<file path="config.mk">
export PLATFORM = sky130hd
export DESIGN_NAME = vau_merge
export DESIGN_NICKNAME = d
export VERILOG_FILES = /design/src/rtl/vau_pkg.sv /design/src/rtl/vau_merge.sv
export SDC_FILE = /design/constraint.sdc
export NUM_CORES = 1
export LEC_CHECK = 0
export CAP_MARGIN = 5
export CORE_MARGIN = 2
export CORE_UTILIZATION = 55
export CTS_CLUSTER_DIAMETER = 40
export DETAILED_ROUTE_END_ITERATION = 12
export DONT_BUFFER_PORTS = 1
export PLACE_DENSITY = 0.7
export SLEW_MARGIN = 20
export SYNTH_ARGS = -nofsm -noshare
export SYNTH_HDL_FRONTEND = slang
export SYNTH_SLANG_ARGS = --single-unit
</file>
<file path="constraint.sdc">
create_clock -name clock -period 12.58 [get_ports clock]
set_input_delay 2.516 -clock clock [delete_from_list [all_inputs] [get_ports clock]]
set_output_delay 2.516 -clock clock [all_outputs]
set_load 0.05 [all_outputs]
</file>
<file path="src/rtl/vau_pkg.sv">
// Shared types, opcodes and saturation helper for the vector arithmetic unit.
`timescale 1ns / 1ps
`default_nettype none
package vau_pkg;

   localparam int unsigned WORD_W      = 32;
   localparam int unsigned SQRT_STAGES = 32;
   localparam int unsigned SAT_W       = 68;

   localparam logic [WORD_W-1:0] WORD_MAX = 32'h7FFF_FFFF;
   localparam logic [WORD_W-1:0] WORD_MIN = 32'h8000_0000;

   typedef logic [3:0] opcode_type;

   localparam opcode_type OP_ADDV  = 4'd0;
   localparam opcode_type OP_ADDS  = 4'd1;
   localparam opcode_type OP_SUBV  = 4'd2;
   localparam opcode_type OP_SUBS  = 4'd3;
   localparam opcode_type OP_MULV  = 4'd4;
   localparam opcode_type OP_MULS  = 4'd5;
   localparam opcode_type OP_DIVV  = 4'd6;
   localparam opcode_type OP_DIVS  = 4'd7;
   localparam opcode_type OP_DOT   = 4'd8;
   localparam opcode_type OP_CROSS = 4'd9;
   localparam opcode_type OP_MAGSQ = 4'd10;
   localparam opcode_type OP_MAG   = 4'd11;
   localparam opcode_type OP_NORM  = 4'd12;

   // per-component state handed from a lane to the back end
   typedef struct packed {
      logic signed [WORD_W-1:0] res;      // add/sub/mul/cross result
      logic                     ov;
      logic [WORD_W-1:0]        num;      // |a|
      logic [WORD_W-1:0]        den;      // |b| or |s|
      logic                     neg;      // quotient sign
      logic                     num_neg;  // a < 0
      logic                     den_zero; // raw divisor is zero
   } lane_side_type;

   typedef struct packed {
      opcode_type               op;
      lane_side_type [2:0]      lanes;
      logic signed [WORD_W-1:0] rs;
      logic                     rs_ov;
      logic                     sq_zero;
   } side_type;

   // returns {overflow, clamped 32-bit value}
   function automatic logic [WORD_W:0] sat_word(input logic signed [SAT_W-1:0] v);
      logic hi_same;
      hi_same = (v[SAT_W-1:WORD_W-1] == '0) || (v[SAT_W-1:WORD_W-1] == '1);
      if (hi_same) begin
         return {1'b0, v[WORD_W-1:0]};
      end else if (v[SAT_W-1]) begin
         return {1'b1, WORD_MIN};
      end else begin
         return {1'b1, WORD_MAX};
      end
   endfunction

endpackage
`default_nettype wire

</file>
<file path="src/rtl/vau_merge.sv">
// Merge stage: dot product and sum of squares across the three lanes.
`timescale 1ns / 1ps
`default_nettype none
module vau_merge #(
   parameter int FRAC_BITS = 16
) (
   input  logic                clock,
   input  logic                en,
   input  vau_pkg::opcode_type op_s1,
   input  logic signed [63:0]  p0,
   input  logic signed [63:0]  p1,
   input  logic signed [63:0]  p2,
   output logic signed [31:0]  rs,
   output logic                rs_ov,
   output logic [63:0]         sq
);
   import vau_pkg::*;

   logic signed [SAT_W-1:0] dot, dsh;
   logic [WORD_W:0]         dsat, sel;
   logic [63:0]             sq_sum, msq;
   logic signed [WORD_W-1:0] rs_ff;
   logic                    rs_ov_ff;
   logic [63:0]             sq_ff;

   always_comb begin
      dot    = {{(SAT_W-64){p0[63]}}, p0} + {{(SAT_W-64){p1[63]}}, p1} +
               {{(SAT_W-64){p2[63]}}, p2};
      dsh    = dot >>> FRAC_BITS;
      dsat   = sat_word(dsh);
      sq_sum = p0 + p1 + p2;   // squares: each non-negative, sum fits
      msq    = sq_sum >> FRAC_BITS;
      case (op_s1)
         OP_DOT:   sel = dsat;
         OP_MAGSQ: sel = (|msq[63:WORD_W-1]) ? {1'b1, WORD_MAX} : {1'b0, msq[WORD_W-1:0]};
         default:  sel = '0;
      endcase
   end

   always_ff @(posedge clock) begin
      if (en) begin
         rs_ff    <= sel[WORD_W-1:0];
         rs_ov_ff <= sel[WORD_W];
         sq_ff    <= sq_sum;
      end
   end

   assign rs    = rs_ff;
   assign rs_ov = rs_ov_ff;
   assign sq    = sq_ff;

endmodule
`default_nettype wire

</file>
== Word-level counts from Yosys, hierarchy flattened ==
Index checks and enable logic that the tools add are counted.

* Input port bits: 198
* Word-level logic and storage cells: 17
* Register bits after elaboration: 97
* Output and inout port bits: 97

* Reduce and logical (&&, ||, !) cells: 3
* Add/sub/neg operators: 4
* Mux-type cells: 4
* Equal/unequal tests: 3

{| class="wikitable"
|+ Operators with widths
! operator !! number
|-
| $add 64x64->64 || 2
|-
| $add 65x64->66 || 1
|-
| $mux 33 || 2
|-
| $pmux 33 s2 || 1
|-
| $add 64x64->65 || 1
|-
| $eq 37x37->1 const B || 1
|-
| $logic_not 37->1 || 1
|-
| $mux 32 || 1
|-
| $reduce_or 17->1 || 1
|-
| $eq 4x4->1 const B || 2
|-
| $logic_or 1x1->1 || 1
|}

== Depth between registers and ports, before layout ==
* Depth in word-level cells: 6
* Gate-level depth with buffers: 18
* Mapped depth without buffers: 17

== Worst setup path before layout ==
Ideal clock, no wire load.

* Kind: input -> register
* From: in p0[1]
* To: reg rs_ff[10] (netlist: rs[10]) (data pin)
* Setup time: 0.263 ns
* Data required time: 12.317 ns
* Arrival time: 6.088 ns
* Stages: 16
* Path buffers: 1
* Setup slack: 6.230 ns
* Cell sequence: fa_1 ha_1 fa_1 a21o_1 a221o_1 a211o_1 nand4_4 o31ai_4 a31oi_4 xnor2_1 nor4_2 nand4b_1 nor3_1 a211o_1 buf_2 o21ai_2

* Longest elaborated chain between the ends: 6
* Elaborated cells on any way between the ends: 12
* Those cells by class: add/sub: 4; eq/ne: 1; mux: 4; reduce/logical: 3

{| class="wikitable"
|+ RTL lines
! element !! RTL line !! source
|-
| start, declared || vau_merge.sv:10 || <nowiki>input logic signed [63:0] p0,</nowiki>
|-
| $add 64x64->65 * || vau_merge.sv:27 || <nowiki>dot = {{(SAT_W-64){p0[63]}}, p0} + {{(SAT_W-64){p1[63]}}, p1} +</nowiki>
|-
| $add 65x64->66 * || vau_merge.sv:27 ||
|-
| named net dot[57] || vau_merge.sv:19 || <nowiki>logic signed [SAT_W-1:0] dot, dsh;</nowiki>
|-
| $eq 37x37->1 or $logic_not 37->1 (tied branches) || vau_pkg.sv:51 || <nowiki>hi_same = (v[SAT_W-1:WORD_W-1] == '0) || (v[SAT_W-1:WORD_W-1] == '1);</nowiki>
|-
| $logic_or 1x1->1 * || vau_pkg.sv:51 ||
|-
| $mux 33 * || vau_pkg.sv:52 || <nowiki>if (hi_same) begin</nowiki>
|-
| $pmux 33 s2 * || vau_merge.sv:33 || <nowiki>case (op_s1)</nowiki>
|-
| named net sel[10] || vau_merge.sv:20 || <nowiki>logic [WORD_W:0] dsat, sel;</nowiki>
|-
| end signal, assigned || vau_merge.sv:42 || <nowiki>rs_ff <= sel[WORD_W-1:0];</nowiki>
|-
| end, declared || vau_merge.sv:22 || <nowiki>logic signed [WORD_W-1:0] rs_ff;</nowiki>
|}

The timed path passes the listed nets; every way through them passes the cells marked *.
A chain may end at the register's enable or synchronous reset.

== Worst setup path after layout ==
* From: in p0[1]
* To: reg rs_ff[0] (netlist: rs[0]) (data pin)

Same word-level chain as after synthesis.

==> impl_metrics.xml <==
<?xml version="1.0" encoding="UTF-8"?>
<metrics>
  <group name="pwr">
    <metric name="seq_power_share" unit="%">44.1</metric>
    <metric name="logic_pwr_share" unit="%">40.8</metric>
    <metric name="worst_ir_drop_vdd" unit="V">0.000103</metric>
    <metric name="net-switching-power" unit="mW">0.895</metric>
    <metric name="p_sw_share" unit="%">50.9</metric>
    <metric name="power_leakage" unit="nW">3.54</metric>
    <metric name="power-per-cell-area" unit="nW/um2">185</metric>
    <metric name="power_report.internal_total" unit="mW">0.864</metric>
    <metric name="clockPowerShare" unit="%">15.1</metric>
  </group>
  <group name="die">
    <metric name="die-height" unit="um">133</metric>
    <metric name="initial_utilization" unit="%">55.8</metric>
    <metric name="top_level_ports" unit="">295</metric>
    <metric name="die-width" unit="um">133</metric>
    <metric name="fp.dieArea" unit="um2">17700</metric>
    <metric name="num_rows" unit="">47</metric>
    <metric name="core" unit="um2">16500</metric>
  </group>
  <group name="drt">
    <metric name="routed_via_density" unit="">6.50</metric>
    <metric name="drc_marker_count_from_the_first_detailed_route_iteration" unit="">627</metric>
    <metric name="drt-wirelength-per-cell" unit="um">22.8</metric>
    <metric name="drtPass1Iterations" unit="">5</metric>
    <metric name="vias_after_detailed_routing" unit="">7216</metric>
    <metric name="drt_drc_violations_left" unit="">0</metric>
    <metric name="routed_wirelength" unit="um">25300</metric>
    <metric name="detail-route-antenna-nets" unit="">0</metric>
  </group>
  <group name="layout">
    <metric name="regArea" unit="um2">2910</metric>
    <metric name="nFillCells" unit="">1437</metric>
    <metric name="drive_gt1_share" unit="%">7.87</metric>
    <metric name="num-nets-final" unit="">1213</metric>
    <metric name="layout_common_cells" unit="">sky130_fd_sc_hd__edfxtp_1 (97), sky130_fd_sc_hd__a21oi_1 (90), sky130_fd_sc_hd__nand2_1 (81)</metric>
    <metric name="stdcell_count" unit="">1110</metric>
    <metric name="syn_to_final_growth" unit="%">3.58</metric>
    <metric name="diodes" unit="">0</metric>
    <metric name="layout_commonest_cell" unit="">sky130_fd_sc_hd__edfxtp_1</metric>
    <metric name="multi_input_area" unit="um2">5850</metric>
  </group>
  <group name="logic_synthesis">
    <metric name="synth_top_family_by_area" unit="">adder cells</metric>
    <metric name="ys.flop_type" unit="">sky130_fd_sc_hd__edfxtp_1</metric>
    <metric name="syn-num-nets" unit="">1253</metric>
    <metric name="post_synthesis_compound_gate_area_fraction" unit="%">20.5</metric>
    <metric name="synthesized_instance_count" unit="">926</metric>
    <metric name="synth.avg_cell_area" unit="um2">9.91</metric>
    <metric name="adder_cell_share_of_the_synthesized_area" unit="%">22.9</metric>
    <metric name="proportion_of_register_bits_with_asynchronous_set_or_reset_after_synthesis" unit="%">0</metric>
    <metric name="synth.mux.area_fraction" unit="%">0</metric>
    <metric name="synthDistinctLibCells" unit="">72</metric>
    <metric name="xor_xnor_share_of_the_synthesized_area" unit="%">6.00</metric>
    <metric name="yosysSeqAreaShare" unit="%">31.7</metric>
    <metric name="number_of_flops_mapped_to_enable_cells_by_yosys" unit="">97</metric>
    <metric name="synth_seq_cells" unit="">97</metric>
    <metric name="ys_warn_count" unit="">0</metric>
    <metric name="synth_area_in_simple_gates" unit="%">14.3</metric>
    <metric name="synthesis.area" unit="um2">9180</metric>
  </group>
  <group name="clock_network">
    <metric name="cts_inserted_buffers" unit="">9</metric>
    <metric name="cts_hold_buf" unit="">0</metric>
    <metric name="cts_max_level" unit="">3</metric>
    <metric name="clock_tree.buffer_depth" unit="">2</metric>
    <metric name="clk_sink_count" unit="">97</metric>
    <metric name="cts-resized-gates" unit="">0</metric>
    <metric name="clockRootBuffer" unit="">sky130_fd_sc_hd__clkbuf_16</metric>
    <metric name="clock_tree_from_tritoncts" unit="">yes</metric>
    <metric name="worst_setup_hold_path_clk_slew" unit="ps">70</metric>
    <metric name="cts_setup_buffers" unit="">0</metric>
  </group>
  <group name="global_routing">
    <metric name="grt_antenna_before_repair" unit="">0</metric>
    <metric name="grt_use_total" unit="%">28.3</metric>
    <metric name="busiest_layer" unit="">met1</metric>
    <metric name="first_global_vias" unit="">6902</metric>
    <metric name="grt_remaining_overflow" unit="">0</metric>
    <metric name="grt_start_max_net_pins" unit="">98</metric>
    <metric name="grt_first_pass_wirelength" unit="um">39000</metric>
    <metric name="met2_usage" unit="%">42.5</metric>
    <metric name="met1_grt_util" unit="%">43.0</metric>
    <metric name="met3_usage" unit="%">5.59</metric>
  </group>
  <group name="critical_path">
    <metric name="timing.critical_path.arrival" unit="ps">7020</metric>
    <metric name="timing_worst_setup_path_type" unit="">in -&gt; reg</metric>
    <metric name="setup.worst_path.start_class" unit="">primary input</metric>
    <metric name="worst_setup_path_end_kind" unit="">register</metric>
    <metric name="timing.critical_path.required" unit="ps">12650</metric>
    <metric name="worstPathMaxFanout" unit="">31</metric>
  </group>
  <group name="placed_design">
    <metric name="io_buffers" unit="">0</metric>
    <metric name="routabilityCongestion" unit="">1.02</metric>
    <metric name="dp.cells" unit="">1095</metric>
    <metric name="place.detailed.hpwl" unit="um">21100</metric>
  </group>
  <group name="timing">
    <metric name="timing.setup.tns" unit="ps">0</metric>
    <metric name="worst_slew_margin_rel" unit="%">58.6</metric>
    <metric name="timing.final.setup_violations" unit="">0</metric>
    <metric name="hold_viol" unit="">0</metric>
    <metric name="rsz_0062_raised_after_global_routing" unit="">false</metric>
    <metric name="period_needed" unit="ps">6950</metric>
    <metric name="finalHoldWorstSlack" unit="ps">2290</metric>
    <metric name="worst_pin_slew" unit="ps">617</metric>
    <metric name="min_period_over_period" unit="%">55.3</metric>
    <metric name="fmax" unit="MHz">144</metric>
    <metric name="slew_violations" unit="">0</metric>
  </group>
  <group name="outcome">
    <metric name="run_status" unit="">complete, no violations</metric>
  </group>
  <group name="hold_path">
    <metric name="hold_class" unit="">in -&gt; reg</metric>
  </group>
  <group name="flow_run">
    <metric name="maxCapViolations" unit="">0</metric>
  </group>
</metrics>
## routing by layer
layer | wire length [um] | part of all wire [%]
met5 | 0 | 0
met1 | 11400 | 45
met3 | 2500 | 9.9
met2 | 11000 | 44
met4 | 343 | 1.4
## final cells by class
class,instances,area share (%)
flip-flops and latches,97,30.6
repair buffers,2,0.158
well taps,220,2.89
clock inverters,5,0.579
multi-input cells,730,61.5
clock buffers,10,2.41
inverters,46,1.82
## power by group through the flow
stage / sequential [mW] / combinational (mW) / clock (mW)
6_report: 0.775 / 0.718 / 0.265
5_1_grt: 0.780 / 0.789 / 0.281
4_1_cts: 0.777 / 0.703 / 0.269
3_5_place_dp: 0.782 / 0.697 / 0
3_3_place_gp: 0.781 / 0.694 / 0
2_1_floorplan: 0.762 / 0.506 / 0
## flip-flops by register name, indices dropped and copies added, names as in the netlist
| signal | count |
|---|---|
| sq | 64 |
| rs | 32 |
| rs_ov | 1 |
## Yosys cell counts (all sizes together) (7+ instances only)
master  number  area share, %
a21o        20            1.6
a21oi       91            5.0
a31oi       13            1.1
and4         8           0.76
buf         27            1.7
clkbuf      26            1.1
edfxtp      97             32
fa          65             14
ha          64            8.7
inv         46            1.9
nand2       81            3.3
nand3       12           0.65
nand4       42            3.1
nor2        64            2.6
nor3        14           0.93
nor4         7           0.68
o211ai       9           0.79
o21a         8           0.65
o21ai       89            6.2
o31ai        8           0.80
xnor2       35            3.4
xor2        27            2.6
## critical path, stage by stage
cell and delay, ps:
sky130_fd_sc_hd__fa_1 480, sky130_fd_sc_hd__ha_1 270, sky130_fd_sc_hd__fa_1 440, sky130_fd_sc_hd__a21o_1 200
sky130_fd_sc_hd__a221o_1 410, sky130_fd_sc_hd__nand3b_1 190, sky130_fd_sc_hd__a21oi_1 140, sky130_fd_sc_hd__a21oi_2 400
sky130_fd_sc_hd__o31ai_1 200, sky130_fd_sc_hd__xor2_1 200, sky130_fd_sc_hd__nor4_1 350, sky130_fd_sc_hd__nand4b_1 210
sky130_fd_sc_hd__nor3_1 270, sky130_fd_sc_hd__a211o_1 160, sky130_fd_sc_hd__buf_4 420, sky130_fd_sc_hd__o21ai_0 150
## path summary, 6_finish.rpt
| path | slack, ps | to | cells past startpoint | from |
|---|---|---|---|---|
| max | 5630 | rs[0]$_DFFE_PP_ | 16 | p0[1] |
| min | 2290 | sq[5]$_DFFE_PP_ | 0 | en |
## kinds of logic (layout without fill, tap and decap cells)
family,Yosys count,after routing
compound gates,282,282
simple gates,257,257
fa+ha+maj,129,129
buf+inv,99,63
flops,97,97
xor+xnor,62,62
## through the flow
stage	util (%)	power, mW	worst slack [ps]	instance area, um2
after global placement	56.0	1.48	5330	9230
after floorplan	-	1.27	6230	9180
after detailed placement	56.0	1.48	5390	9230
after global routing	57.8	1.85	5400	9510
after CTS	57.8	1.75	5710	9510
final	57.8	1.76	5630	9510
No activity file was read; power rests on OpenSTA's default activity.
